File: config.mk
export PLATFORM = sky130hd
export DESIGN_NAME = path_scanline_steering
export DESIGN_NICKNAME = d
export VERILOG_FILES = /design/src/hw/rtl/pss_pkg.sv /design/src/hw/rtl/pss_front.sv /design/src/hw/rtl/pss_dec_fifo.sv /design/src/hw/rtl/pss_back.sv /design/src/hw/rtl/path_scanline_steering.sv
export VERILOG_INCLUDE_DIRS = /design/src /design/src/hw/rtl
export SDC_FILE = /design/constraint.sdc
export NUM_CORES = 1
export LEC_CHECK = 0
export BUFFER_PORTS_ARGS = -buffer_cell sky130_fd_sc_hd__buf_2
export CORE_MARGIN = 2
export CORE_UTILIZATION = 37
export CTS_CLUSTER_DIAMETER = 150
export DETAILED_ROUTE_END_ITERATION = 16
export PLACE_DENSITY = 0.51
export SETUP_SLACK_MARGIN = 0.02
export SLEW_MARGIN = 25
export SYNTH_ARGS = -nofsm -noshare
export SYNTH_HDL_FRONTEND = slang
export SYNTH_SLANG_ARGS = --single-unit
File: constraint.sdc
create_clock -name clk_i -period 8.6 [get_ports clk_i]
set_input_delay 0.43 -clock clk_i [delete_from_list [all_inputs] [get_ports clk_i]]
set_output_delay 0.43 -clock clk_i [all_outputs]
set_load 0.01 [all_outputs]
File: src/hw/rtl/assert_macros.svh
// Assertion helpers included by path_scanline_steering.
`ifndef ASSERT_MACROS_SVH
`define ASSERT_MACROS_SVH

// Same-cycle implication, checked outside reset.
`define ASSERT_IMPL(lbl, clk, rstn, ante, cons, msg) \
  lbl: assert property (@(posedge clk) disable iff (!rstn) (ante) |-> (cons)) else $error(msg);

// Next-cycle implication, checked outside reset.
`define ASSERT_NEXT(lbl, clk, rstn, ante, cons, msg) \
  lbl: assert property (@(posedge clk) disable iff (!rstn) (ante) |=> (cons)) else $error(msg);

`endif

File: src/hw/rtl/pss_pkg.sv
package pss_pkg;

  // Geometry
  localparam int unsigned COL_W = 10;
  localparam logic [10:0] MAX_WIDTH = 11'd1024;
  localparam logic [10:0] MIN_WIDTH = 11'd2;

  // Configuration port
  localparam int unsigned CFG_IDX_W  = 3;
  localparam int unsigned CFG_DATA_W = 20;

  localparam logic [CFG_IDX_W-1:0] CFG_IMAGE_WIDTH    = 3'd0;
  localparam logic [CFG_IDX_W-1:0] CFG_MIN_AREA       = 3'd1;
  localparam logic [CFG_IDX_W-1:0] CFG_LOST_LIMIT     = 3'd2;
  localparam logic [CFG_IDX_W-1:0] CFG_MOVE_SPEED     = 3'd3;
  localparam logic [CFG_IDX_W-1:0] CFG_HALF_TURN      = 3'd4;
  localparam logic [CFG_IDX_W-1:0] CFG_SMALL_TURN     = 3'd5;
  localparam logic [CFG_IDX_W-1:0] CFG_TURN_MARGIN    = 3'd6;
  localparam logic [CFG_IDX_W-1:0] CFG_FORWARD_MARGIN = 3'd7;

  // Queue depths
  localparam int unsigned DEC_DEPTH = 2;
  localparam int unsigned OUT_DEPTH = 4;

  typedef enum logic [1:0] {
    ACT_FWD   = 2'd0,
    ACT_LEFT  = 2'd1,
    ACT_RIGHT = 2'd2
  } action_e;

  typedef struct packed {
    logic        pixel_on_path;
    logic        row_sel;
    logic [19:0] area_size;
  } in_item_t;

  typedef struct packed {
    logic [1:0]  action;
    logic [14:0] amount;
    logic        give_up;
    logic        last;
  } res_item_t;

  typedef struct packed {
    logic [10:0] image_width;
    logic [19:0] min_area;
    logic [7:0]  lost_limit;
    logic [13:0] move_speed;
    logic [14:0] half_turn;
    logic [14:0] small_turn;
    logic [9:0]  turn_margin;
    logic [9:0]  forward_margin;
  } cfg_t;

  // Derived row geometry
  typedef struct packed {
    logic [COL_W-1:0] last_col;
    logic [COL_W-1:0] centre;
  } geom_t;

  // Frame decision handed from the scanner to the steering stage
  typedef struct packed {
    logic [COL_W-1:0] best_mid;
    logic             lost;
  } dec_t;

endpackage

File: src/hw/rtl/pss_front.sv
module pss_front (
  input  logic             clk_i,
  input  logic             rst_ni,
  input  pss_pkg::cfg_t    cfg_i,
  input  pss_pkg::geom_t   geom_i,
  input  logic             push_i,
  input  pss_pkg::in_item_t item_i,
  input  logic             dq_full_i,
  output logic             full_o,
  output logic             dec_push_o,
  output pss_pkg::dec_t    dec_o
);

  logic [pss_pkg::COL_W-1:0] col_q, run_start_q, best_mid_q;
  logic [pss_pkg::COL_W:0]   best_dist_q;
  logic                      in_run_q, upper_q, lower_q;

  logic                      accept, px, row, row_end, close_run, frame_end, upd_best;
  logic [pss_pkg::COL_W-1:0] start, run_end, mid, mid_dist;
  logic [pss_pkg::COL_W:0]   sum;
  logic                      upper_n, lower_n;
  logic [pss_pkg::COL_W-1:0] best_mid_n;
  logic [pss_pkg::COL_W:0]   best_dist_n;

  assign full_o = dq_full_i;
  assign accept = push_i & ~dq_full_i;
  assign px     = item_i.pixel_on_path;
  assign row    = item_i.row_sel;

  // Track the current run and its midpoint
  assign row_end   = (col_q >= geom_i.last_col);
  assign close_run = px ? row_end : in_run_q;
  assign start     = (px & ~in_run_q) ? col_q : run_start_q;
  assign run_end   = px ? col_q : (col_q - pss_pkg::COL_W'(1));
  assign sum       = {1'b0, start} + {1'b0, run_end};
  assign mid       = sum[pss_pkg::COL_W:1];
  assign mid_dist  = (mid >= geom_i.centre) ? (mid - geom_i.centre) : (geom_i.centre - mid);

  // Keep the upper-row midpoint closest to the centre, first one wins ties
  assign upd_best    = close_run & ~row & ({1'b0, mid_dist} < best_dist_q);
  assign upper_n     = upper_q | (close_run & ~row);
  assign lower_n     = lower_q | (close_run & row);
  assign best_mid_n  = upd_best ? mid : best_mid_q;
  assign best_dist_n = upd_best ? {1'b0, mid_dist} : best_dist_q;

  // Classify the frame on its last lower-row pixel
  assign frame_end       = row_end & row;
  assign dec_push_o      = accept & frame_end;
  assign dec_o.best_mid  = best_mid_n;
  assign dec_o.lost      = (item_i.area_size < cfg_i.min_area) | ~upper_n | ~lower_n;

  always_ff @(posedge clk_i or negedge rst_ni) begin
    if (!rst_ni) begin
      col_q       <= '0;
      in_run_q    <= 1'b0;
      run_start_q <= '0;
      best_mid_q  <= '0;
      best_dist_q <= '1;
      upper_q     <= 1'b0;
      lower_q     <= 1'b0;
    end else if (accept) begin
      col_q    <= row_end ? '0 : (col_q + pss_pkg::COL_W'(1));
      in_run_q <= (row_end | close_run) ? 1'b0 : (px | in_run_q);
      if (frame_end) begin
        run_start_q <= '0;
        best_mid_q  <= '0;
        best_dist_q <= '1;
        upper_q     <= 1'b0;
        lower_q     <= 1'b0;
      end else begin
        run_start_q <= start;
        best_mid_q  <= best_mid_n;
        best_dist_q <= best_dist_n;
        upper_q     <= upper_n;
        lower_q     <= lower_n;
      end
    end
  end

endmodule

File: src/hw/rtl/pss_dec_fifo.sv
module pss_dec_fifo (
  input  logic          clk_i,
  input  logic          rst_ni,
  input  logic          push_i,
  input  pss_pkg::dec_t data_i,
  output logic          full_o,
  input  logic          pop_i,
  output logic          empty_o,
  output pss_pkg::dec_t data_o
);

  localparam int unsigned PtrW = $clog2(pss_pkg::DEC_DEPTH);
  localparam int unsigned CntW = $clog2(pss_pkg::DEC_DEPTH + 1);

  pss_pkg::dec_t     mem_q [pss_pkg::DEC_DEPTH];
  logic [PtrW-1:0]   wr_ptr_q, rd_ptr_q;
  logic [CntW-1:0]   count_q;
  logic              do_push, do_pop;

  assign full_o  = (count_q == CntW'(pss_pkg::DEC_DEPTH));
  assign empty_o = (count_q == '0);
  assign do_push = push_i & ~full_o;
  assign do_pop  = pop_i & ~empty_o;
  assign data_o  = mem_q[rd_ptr_q];

  // Advance pointers and occupancy
  always_ff @(posedge clk_i or negedge rst_ni) begin
    if (!rst_ni) begin
      wr_ptr_q <= '0;
      rd_ptr_q <= '0;
      count_q  <= '0;
    end else begin
      if (do_push) wr_ptr_q <= wr_ptr_q + PtrW'(1);
      if (do_pop)  rd_ptr_q <= rd_ptr_q + PtrW'(1);
      count_q <= count_q + CntW'(do_push) - CntW'(do_pop);
    end
  end

  // Store decision payload
  always_ff @(posedge clk_i) begin
    if (do_push) mem_q[wr_ptr_q] <= data_i;
  end

endmodule

File: src/hw/rtl/pss_back.sv
module pss_back (
  input  logic               clk_i,
  input  logic               rst_ni,
  input  pss_pkg::cfg_t      cfg_i,
  input  pss_pkg::geom_t     geom_i,
  input  logic               dec_empty_i,
  input  pss_pkg::dec_t      dec_i,
  output logic               dec_pop_o,
  output logic               empty_o,
  input  logic               pop_i,
  output pss_pkg::res_item_t res_o
);

  localparam int unsigned PtrW = $clog2(pss_pkg::OUT_DEPTH);
  localparam int unsigned CntW = $clog2(pss_pkg::OUT_DEPTH + 1);

  pss_pkg::res_item_t mem_q [pss_pkg::OUT_DEPTH];
  logic [PtrW-1:0]    wr_ptr_q, rd_ptr_q;
  logic [CntW-1:0]    count_q;
  logic [7:0]         lost_count_q;
  logic [1:0]         prev_action_q;

  logic                      take, do_pop, give_up, neg, turn, fwd, two;
  logic [7:0]                lc_inc;
  logic [pss_pkg::COL_W:0]   diff;
  logic [pss_pkg::COL_W-1:0] mag;
  logic [1:0]                rot_act, opp_act;
  pss_pkg::res_item_t        r0, r1;
  logic [1:0]                n_res;

  // Take a decision only when two result slots are free
  assign take      = ~dec_empty_i & (count_q <= CntW'(pss_pkg::OUT_DEPTH - 2));
  assign dec_pop_o = take;

  // Lost path bookkeeping
  assign lc_inc  = lost_count_q + 8'd1;
  assign give_up = (lc_inc >= cfg_i.lost_limit);

  // Offset of the chosen midpoint from the centre
  assign diff    = {1'b0, dec_i.best_mid} - {1'b0, geom_i.centre};
  assign neg     = diff[pss_pkg::COL_W];
  assign mag     = neg ? pss_pkg::COL_W'(-diff) : diff[pss_pkg::COL_W-1:0];
  assign turn    = (mag > cfg_i.turn_margin);
  assign fwd     = (mag < cfg_i.forward_margin) | ~turn;
  assign rot_act = neg ? pss_pkg::ACT_LEFT : pss_pkg::ACT_RIGHT;
  assign opp_act = neg ? pss_pkg::ACT_RIGHT : pss_pkg::ACT_LEFT;

  // Build the one or two results of the frame
  always_comb begin
    r1.action  = pss_pkg::ACT_FWD;
    r1.amount  = {1'b0, cfg_i.move_speed};
    r1.give_up = 1'b0;
    r1.last    = 1'b1;
    two        = 1'b0;
    if (dec_i.lost) begin
      r0.action  = pss_pkg::ACT_FWD;
      r0.amount  = {cfg_i.move_speed, 1'b0};
      r0.give_up = give_up;
      r0.last    = 1'b1;
    end else if (turn) begin
      r0.action  = rot_act;
      r0.amount  = (prev_action_q == opp_act) ? cfg_i.small_turn : cfg_i.half_turn;
      r0.give_up = 1'b0;
      r0.last    = ~fwd;
      two        = fwd;
    end else begin
      r0 = r1;
    end
  end

  assign n_res   = two ? 2'd2 : 2'd1;
  assign empty_o = (count_q == '0);
  assign do_pop  = pop_i & ~empty_o;
  assign res_o   = mem_q[rd_ptr_q];

  // Update steering history and result queue pointers
  always_ff @(posedge clk_i or negedge rst_ni) begin
    if (!rst_ni) begin
      wr_ptr_q      <= '0;
      rd_ptr_q      <= '0;
      count_q       <= '0;
      lost_count_q  <= '0;
      prev_action_q <= pss_pkg::ACT_FWD;
    end else begin
      if (take) begin
        wr_ptr_q <= wr_ptr_q + PtrW'(n_res);
        if (dec_i.lost) begin
          lost_count_q <= give_up ? 8'd0 : lc_inc;
        end else begin
          lost_count_q  <= 8'd0;
          prev_action_q <= r0.action;
        end
      end
      if (do_pop) rd_ptr_q <= rd_ptr_q + PtrW'(1);
      count_q <= count_q + (take ? CntW'(n_res) : CntW'(0)) - CntW'(do_pop);
    end
  end

  // Store result payload
  always_ff @(posedge clk_i) begin
    if (take) begin
      mem_q[wr_ptr_q] <= r0;
      if (two) mem_q[wr_ptr_q + PtrW'(1)] <= r1;
    end
  end

endmodule

File: src/hw/rtl/path_scanline_steering.sv
// Channel   Direction  Handshake              Payload
// config    in         cfg_we_i               cfg_idx_i, cfg_data_i
// pixels    in         push / full            in_item_i (pss_pkg::in_item_t)
// results   out        pop / empty            res_o (pss_pkg::res_item_t)
//
// One pixel is taken every clock while full is low; a frame decision is formed combinationally.
// The decision of a frame is registered in the decision queue; the steering stage then
// writes its results to the result queue, and the first shows on res_o to be popped.
// full rises only when two frame decisions wait for the steering stage; that stage
// holds while its four-entry result queue has fewer than two free slots.
// Reset is asynchronous and clears all control and configuration state at once, but not the queue storage.
`include "assert_macros.svh"

module path_scanline_steering (
  input  logic                                  clk_i,
  input  logic                                  rst_ni,
  input  logic                                  cfg_we_i,
  input  logic [pss_pkg::CFG_IDX_W-1:0]          cfg_idx_i,
  input  logic [pss_pkg::CFG_DATA_W-1:0]         cfg_data_i,
  input  logic                                  push,
  output logic                                  full,
  input  pss_pkg::in_item_t                     in_item_i,
  output logic                                  empty,
  input  logic                                  pop,
  output pss_pkg::res_item_t                    res_o
);

  pss_pkg::cfg_t  cfg_q;
  pss_pkg::geom_t geom;
  logic [10:0]    eff_w;

  logic          dec_push, dec_full, dec_empty, dec_pop;
  pss_pkg::dec_t dec_in, dec_out;

  logic          res_gu, res_gu_ok, res_mid, res_rot, dec_ok;

  // Write configuration registers
  always_ff @(posedge clk_i or negedge rst_ni) begin
    if (!rst_ni) begin
      cfg_q.image_width    <= 11'd320;
      cfg_q.min_area       <= 20'd1000;
      cfg_q.lost_limit     <= 8'd5;
      cfg_q.move_speed     <= 14'd10;
      cfg_q.half_turn      <= 15'd15;
      cfg_q.small_turn     <= 15'd1;
      cfg_q.turn_margin    <= 10'd20;
      cfg_q.forward_margin <= 10'd30;
    end else if (cfg_we_i) begin
      unique case (cfg_idx_i)
        pss_pkg::CFG_IMAGE_WIDTH:    cfg_q.image_width    <= cfg_data_i[10:0];
        pss_pkg::CFG_MIN_AREA:       cfg_q.min_area       <= cfg_data_i[19:0];
        pss_pkg::CFG_LOST_LIMIT:     cfg_q.lost_limit     <= cfg_data_i[7:0];
        pss_pkg::CFG_MOVE_SPEED:     cfg_q.move_speed     <= cfg_data_i[13:0];
        pss_pkg::CFG_HALF_TURN:      cfg_q.half_turn      <= cfg_data_i[14:0];
        pss_pkg::CFG_SMALL_TURN:     cfg_q.small_turn     <= cfg_data_i[14:0];
        pss_pkg::CFG_TURN_MARGIN:    cfg_q.turn_margin    <= cfg_data_i[9:0];
        pss_pkg::CFG_FORWARD_MARGIN: cfg_q.forward_margin <= cfg_data_i[9:0];
        default: ;
      endcase
    end
  end

  // Clamp the row width and derive last column and centre
  always_comb begin
    priority if (cfg_q.image_width < pss_pkg::MIN_WIDTH) eff_w = pss_pkg::MIN_WIDTH;
    else if (cfg_q.image_width > pss_pkg::MAX_WIDTH)     eff_w = pss_pkg::MAX_WIDTH;
    else                                                 eff_w = cfg_q.image_width;
  end

  assign geom.last_col = pss_pkg::COL_W'(eff_w - 11'd1);
  assign geom.centre   = eff_w[pss_pkg::COL_W:1];

  pss_front u_front (
    .clk_i      (clk_i),
    .rst_ni     (rst_ni),
    .cfg_i      (cfg_q),
    .geom_i     (geom),
    .push_i     (push),
    .item_i     (in_item_i),
    .dq_full_i  (dec_full),
    .full_o     (full),
    .dec_push_o (dec_push),
    .dec_o      (dec_in)
  );

  pss_dec_fifo u_dec_fifo (
    .clk_i   (clk_i),
    .rst_ni  (rst_ni),
    .push_i  (dec_push),
    .data_i  (dec_in),
    .full_o  (dec_full),
    .pop_i   (dec_pop),
    .empty_o (dec_empty),
    .data_o  (dec_out)
  );

  pss_back u_back (
    .clk_i       (clk_i),
    .rst_ni      (rst_ni),
    .cfg_i       (cfg_q),
    .geom_i      (geom),
    .dec_empty_i (dec_empty),
    .dec_i       (dec_out),
    .dec_pop_o   (dec_pop),
    .empty_o     (empty),
    .pop_i       (pop),
    .res_o       (res_o)
  );

  // Checks
  assign res_gu    = !empty && res_o.give_up;
  assign res_gu_ok = (res_o.action == pss_pkg::ACT_FWD) && res_o.last;
  assign res_mid   = !empty && !res_o.last;
  assign res_rot   = (res_o.action == pss_pkg::ACT_LEFT) ||
                     (res_o.action == pss_pkg::ACT_RIGHT);
  assign dec_ok    = push && !full && in_item_i.row_sel;

  `ASSERT_IMPL(a_give_up_final_fwd, clk_i, rst_ni, res_gu, res_gu_ok, "give_up off a final forward")
  `ASSERT_IMPL(a_nonlast_is_rotation, clk_i, rst_ni, res_mid, res_rot, "non-final not a rotation")
  `ASSERT_IMPL(a_dec_from_lower_row, clk_i, rst_ni, dec_push, dec_ok, "decision without lower pixel")
  `ASSERT_NEXT(a_dec_queued, clk_i, rst_ni, dec_push, !dec_empty, "decision lost before steering")

endmodule
Word level (Yosys, flattened, before mapping)
Memories as Yosys holds them, arrays and structs flattened.
Index checks and enable logic that the tools add are counted.
{"block": "word_totals", "ff_bits": 168, "ramBits": 98, "in_bits": 50, "out_inout_bits": 21, "mem_count": 2}
{"name": "u_back.mem_q", "depth": 4, "word_bits": 19, "read_ports": 1, "rd_clocked_by_memory_dff": 0, "wr": 2, "line": "pss_back.sv:17", "text": "pss_pkg::res_item_t mem_q [pss_pkg::OUT_DEPTH];"}
{"name": "u_dec_fifo.mem_q", "depth": 2, "word_bits": 11, "read_ports": 1, "rd_clocked_by_memory_dff": 0, "wr": 1, "line": "pss_dec_fifo.sv:15", "text": "pss_pkg::dec_t mem_q [pss_pkg::DEC_DEPTH];"}
{"block": "op_classes", "addsub": 18, "n_lt_le_gt_ge": 10, "eq_ne": 9, "mux": 34, "bitwise_logic": 28, "n_reduce_logical": 14}
{"op": "$mux W10", "count": 8}
{"op": "$mux W11", "count": 4}
{"op": "$mux W19", "count": 2}
{"op": "$ge A10 B10 Y1", "count": 2}
{"op": "$lt A20 B20 Y1", "count": 1}
{"op": "$reduce_and A2 Y1", "count": 10}
{"op": "$sub A10 B1 Y10 const B", "count": 2}
{"op": "$sub A10 B10 Y10", "count": 2}
{"op": "$mux W8", "count": 2}
{"op": "$mux W15", "count": 1}
{"op": "$mux W1", "count": 13}
{"op": "$eq A3 B3 Y1 const B", "count": 4}
{"op": "$add A10 B10 Y11", "count": 1}
{"op": "$and A1 B1 Y1", "count": 11}
{"op": "$gt A11 B11 Y1 const B", "count": 1}
{"op": "$lt A10 B11 Y1", "count": 1}
{"op": "$lt A11 B2 Y1 const B", "count": 1}
{"op": "$sub A10 B10 Y11", "count": 1}
{"op": "$add A10 B1 Y10 const B", "count": 1}
{"op": "$gt A10 B10 Y1", "count": 1}
{"op": "$lt A10 B10 Y1", "count": 1}
{"op": "$neg A10 Y10", "count": 1}
{"op": "$not A1 Y1", "count": 10}
{"op": "$add A8 B1 Y8 const B", "count": 1}
{"op": "other kinds (18)", "count": 31}

Logic depth before layout (Yosys ltp)
{"block": "logic_depth", "depth_word": 15, "depth_mapped": 36}

By module
Synthesis repeated with hierarchy kept, for this count alone.
{"block": "hier_totals", "cells_unflattened": 1525, "hier_area_um2": 16514.6}
{"mod": "pss_back", "instances": 1, "cells_per_inst": 641, "area_each_um2": 6678.9, "seq_area_each_um2": 2507.4}
{"mod": "pss_front", "instances": 1, "cells_per_inst": 552, "area_each_um2": 4606.9, "seq_area_each_um2": 1114.8}
{"mod": "path_scanline_steering", "instances": 1, "cells_per_inst": 280, "area_each_um2": 4232.8, "seq_area_each_um2": 2606.2}
{"mod": "pss_dec_fifo", "instances": 1, "cells_per_inst": 52, "area_each_um2": 996.0, "seq_area_each_um2": 760.7}

Least setup slack after synthesis
Ideal clock, no wire load.
{"block": "synth_path", "path_type": "in2reg", "startpoint": "in in_item_i[21] (netlist name)", "endpoint": "reg u_front.best_dist_q[9] (netlist name)", "setup_time_ns": 0.090, "arrival_time_ns": 6.511, "required_time_ns": 8.510, "setup_slack_ns": 1.999, "cell_stages": 34, "path_buffers": 5, "cell_sequence": "buf_2 -> nand2b_1 -> clkbuf_1 -> mux2i_1 -> inv_1 -> ha_1 -> nor2b_1 -> o21ai_0 -> nand2b_1 -> a21o_1 -> a21o_1 -> a21o_1 -> a21o_1 -> xor2_1 -> ha_1 -> clkbuf_1 -> nand4_1 -> a31oi_1 -> o41ai_4 -> mux2i_1 -> o21ai_1 -> a21boi_1 -> xnor2_1 -> ha_1 -> a21oi_1 -> o21ai_0 -> a31oi_1 -> o21ai_0 -> a21oi_1 -> o21bai_1 -> or3_1 -> clkbuf_1 -> buf_2 -> a311oi_2"}
{"block": "synth_via", "elab_chain_cells": 9, "elab_cells_between_ends": 16, "classes_between": "add/sub: 3; order compare: 2; mux: 6; bitwise: 3; reduce/logical: 2"}
{"item": "start: declaration", "line": "path_scanline_steering.sv:22", "text": "input pss_pkg::in_item_t in_item_i,"}
{"item": "$and A1 B1 Y1", "line": "pss_front.sv:33", "text": "assign start = (px & ~in_run_q) ? col_q : run_start_q;"}
{"item": "$mux W10", "line": "pss_front.sv:33"}
{"item": "$add A10 B10 Y11", "line": "pss_front.sv:35", "text": "assign sum = {1'b0, start} + {1'b0, run_end};"}
{"item": "$sub A10 B10 Y10 / $ge A10 B10 Y1 (equally long branches)", "line": "pss_front.sv:37", "text": "assign mid_dist = (mid >= geom_i.centre) ? (mid - geom_i.centre) : (geom_i.centre - mid);"}
{"item": "$mux W10", "line": "pss_front.sv:37"}
{"item": "$lt A10 B11 Y1", "line": "pss_front.sv:40", "text": "assign upd_best = close_run & ~row & ({1'b0, mid_dist} < best_dist_q);"}
{"item": "$and A1 B1 Y1", "line": "pss_front.sv:40"}
{"item": "$reduce_bool A2 Y1 (no source line)"}
{"item": "$reduce_and A2 Y1 (no source line)"}
{"item": "end signal: assignment", "line": "pss_front.sv:73", "text": "best_dist_q <= best_dist_n;"}
{"item": "end: declaration", "line": "pss_front.sv:15", "text": "logic [pss_pkg::COL_W:0] best_dist_q;"}
Several ways; a longest one is shown, not always the timed one. The select of a mux whose other input is x is not followed.
A chain may end at the register's enable or synchronous reset.

Worst setup path in the final report
{"block": "layout_path", "startpoint": "reg u_front.in_run_q", "endpoint": "reg u_front.best_mid_q[6] (netlist name)"}
{"block": "layout_via", "elab_chain_cells": 10, "elab_cells_between_ends": 14, "classes_between": "add/sub: 3; order compare: 2; mux: 5; bitwise: 4"}
{"item": "start: declaration", "line": "pss_front.sv:16", "text": "logic in_run_q, upper_q, lower_q;"}
{"item": "start signal: assignment", "line": "pss_front.sv:63", "text": "in_run_q <= (row_end | close_run) ? 1'b0 : (px | in_run_q);"}
{"item": "$not A1 Y1", "line": "pss_front.sv:33"}
{"item": "$and A1 B1 Y1", "line": "pss_front.sv:33"}
{"item": "$mux W10", "line": "pss_front.sv:33"}
{"item": "$add A10 B10 Y11", "line": "pss_front.sv:35"}
{"item": "$sub A10 B10 Y10 / $ge A10 B10 Y1 (equally long branches)", "line": "pss_front.sv:37"}
{"item": "$mux W10", "line": "pss_front.sv:37"}
{"item": "$lt A10 B11 Y1", "line": "pss_front.sv:40"}
{"item": "$and A1 B1 Y1", "line": "pss_front.sv:40"}
{"item": "$mux W10 (*)", "line": "pss_front.sv:43", "text": "assign best_mid_n = upd_best ? mid : best_mid_q;"}
{"item": "$mux W10 (*)", "line": "pss_front.sv:64", "text": "if (frame_end) begin"}
{"item": "end signal: assignment", "line": "pss_front.sv:72", "text": "best_mid_q <= best_mid_n;"}
{"item": "end: declaration", "line": "pss_front.sv:14", "text": "logic [pss_pkg::COL_W-1:0] col_q, run_start_q, best_mid_q;"}
Every way passes the cells marked *; elsewhere a longest branch is shown, timed or not.

==> impl_metrics.ini <==
[run_status]
outcome = complete, but fails checks
violations = hold timing

[routing]
drt-initial-drc-count = 637
drc_errors = 0
ant_nets = 0
post_drt_wl_per_cell_um = 18.3
totalWireLength_um = 42200
dr.pass1.iters = 5
vias = 12200
vias_per_cell = 5.32

[worst_setup_path]
cp_slowest_stage_delay_ps = 690
r2r_start = u_front.in_run_q$_DFFE_PN0P_
cp_max_fo = 24
worstPathArrival_ps = 8010
start_kind = register
regToRegEndpoint = u_front.best_mid_q[6]$_DFFE_PN0P_
worst_path_most_repeated_cell = a21o_1
cp_slowest_cell = o41ai_4
end_kind = register
reg2reg_slack_ps = 1050
critical_path_class = reg -> reg
required_ps = 9060
r2r_cells = 31

[power]
leakage_nw = 7.90
vdd_drop_max_mv = 0.297
power.density_nw_per_um2 = 428
power_mw = 7.77

[placed_design]
dp_hpwl_um = 29500
pre_cts_slack_ps = 887
post_dp_cell_area_um2 = 17100
placed_cells = 2242
place.gp.congestion = 0.873
port_buffers = 70

[sta]
fmax_mhz = 132
skew_ps = 10.4
hold_viol = 28
finalCritPeriodShare_pct = 87.8
rsz0062_at_grt = false
fin_hold_ws_ps = -57.1
setup_viol_count_final = 0
setup_tns_ps = 0
worst_slack_ps = 1050
period_needed_ps = 7550
slew_headroom_pct = 35.9
tightest_slew_ps = 961
final_max_slew_viol_count = 0

[synth]
synth_top_family_by_area = compound AO/OA/AOI/OAI gates
synth_compound_area_share_pct = 15.4
yosys_register_bits = 266
synthAdderAreaFrac_pct = 9.47
syn_avg_cell_area_um2 = 9.81
yosysWarnings = 0
yosys.area_share.xor_xnor_pct = 3.37
synth_cell_types = 67
synth-simple-area-share_pct = 13.2
seq_area_frac_synth_pct = 43.4
synth_mux_area_share_pct = 10.5
synthesis.nets = 1812
syn_area_um2 = 16100
syn_inst = 1643
synth_edf_count = 78
dominantRegCellSynth = dfrtp_1
synthArstFlopShare_pct = 63.2

[floorplanning]
chipWidth_um = 213
num_rows = 76
num_io_pins = 71
die_h_um = 213
core-area_um2 = 43000
start_util_pct = 37.5
dieArea_um2 = 45200

[global_route]
grt_max_degree = 108
grt_pass1_wl_um = 67800
grt_usage_pct = 19.0
antenna_found_initial = 1
gr-total-overflow = 0
grt_pass1_vias = 12200

[finish]
design_area_um2 = 18100
antenna_cells = 0
post-route-util_pct = 42.2
instances_no_fill = 2300
final_cell_mix = 165 x o21ai_0, 137 x nand2_1, 133 x dfrtp_1, 116 x inv_1, 114 x ha_1
final_common_cell = o21ai_0
drive_gt1_share_pct = 18.1
nNetsFinal = 1859
synthToLayoutAreaGrowth_pct = 12.6

[worst_hold_path]
hp-class = in -> async

[clock_tree]
tritoncts = yes
cts.path.max_buffers = 3
postCtsSetupRepairBufs = 0
insertion_delay_ps = 580
post_cts_resize_count = 0
numCtsBuffers = 31
cts_root_buf = clkbuf_16
ctsHoldBuffers = 0
cts_num_sinks = 266
h-tree-depth = 1
clk_pin_slew_ps = 60

[run]
cap_violations = 0
-- cell type report --
cell class                 instances  area (µm²)
clock buffer                      48         951
clock inverter                    10         105
fill                            4237       24800
inverter                         116         435
multi-input combinational       1180        8390
sequential                       266        6990
tap                              585         732
timing repair buffer              95         547
-- where the power goes --
part / total [mW] / switching (mW) / internal [mW] / leakage (nW)
Combinational: 4.46 / 2.77 / 1.70 / 4.46
Sequential: 1.95 / 0.256 / 1.70 / 2.92
Clock: 1.35 / 0.537 / 0.815 / 0.521
Total: 7.77 / 3.56 / 4.21 / 7.90
-- sequential cells by signal, summed over array words and instances, names as in the netlist --
name                  flops
u_front.best_dist_q      11
u_front.run_start_q      10
u_dec_fifo.rd_ptr_q       1
u_back.wr_ptr_q           2
u_front.col_q            10
u_front.best_mid_q       10
cfg_q                   103
u_back.rd_ptr_q           2
u_back.lost_count_q       8
u_dec_fifo.mem_q         22
u_back.count_q            3
u_front.lower_q           1
u_front.upper_q           1
u_front.in_run_q          1
u_back.prev_action_q      2
u_back.mem_q             76
u_dec_fifo.wr_ptr_q       1
u_dec_fifo.count_q        2
-- logic make-up (layout without fill, tap and decap cells) --
group                      count (synthesis)  after routing
muxes                                    133            133
adders and majority gates                119            119
and+or+nand+nor                          459            459
AOI/OAI and AO/OA                        407            407
DFF                                      266            266
buffers and inverters                    197            269
xor gates and xnor gates                  62             62
-- worst max-delay path: cells and delay by family (launching register included) --
kind                       cells  cell delay [ps]
AOI/OAI and AO/OA             15             2940
xor gates and xnor gates       2              460
DFF                            1              370
muxes                          2              670
and+or+nand+nor                7             1610
adders and majority gates      3              980
buffers and inverters          2              390
-- routing by layer --
metal / global-route usage, % / wire length, µm
met1: 25.6 / 19500
met2: 32.0 / 19900
met3: 2.31 / 1800
met4: 5.98 / 1070
met5: 0 / 0
-- cell usage after synthesis (6+ instances only) --
cell	count	area share, %
inv_1	116	2.7
mux2i_1	20	1.2
nor3_1	33	1.0
dfxtp_1	20	2.5
a21o_1	22	1.0
nand3_1	81	2.5
and3_1	19	0.74
a22oi_1	13	0.61
a21oi_1	95	3.0
nand4_1	9	0.35
nand2b_1	18	0.70
nor3b_1	6	0.28
a31oi_1	16	0.62
mux2_2	94	6.6
clkbuf_1	64	1.5
dfstp_2	34	5.5
xor2_1	23	1.3
edfxtp_1	78	15
o21a_1	10	0.47
xnor2_1	39	2.1
o21bai_1	6	0.28
mux4_2	19	2.7
and2_1	8	0.31
a22o_1	16	0.87
buf_2	9	0.28
buf_1	6	0.14
nor2b_1	15	0.58
nand2_1	137	3.2
dfrtp_1	134	21
ha_1	114	8.9
o21ai_0	167	5.2
nor2_1	114	2.7
o2bb2ai_1	14	0.76
-- worst max path at each step --
stage	start	to	slack, ps	cells past startpoint
floorplan	in_item_i[21]	u_front.best_dist_q[9]$_DFFE_PN1P_	2000	34
global placement	in_item_i[21]	u_front.best_mid_q[8]$_DFFE_PN0P_	1170	32
detailed placement	in_item_i[21]	u_front.best_mid_q[6]$_DFFE_PN0P_	890	32
CTS	u_front.in_run_q$_DFFE_PN0P_	u_front.best_mid_q[6]$_DFFE_PN0P_	1020	31
global route	u_front.in_run_q$_DFFE_PN0P_	u_front.best_dist_q[8]$_DFFE_PN1P_	350	31
finish	u_front.in_run_q$_DFFE_PN0P_	u_front.best_mid_q[6]$_DFFE_PN0P_	1050	31
(Power assumes the default switching activity.)
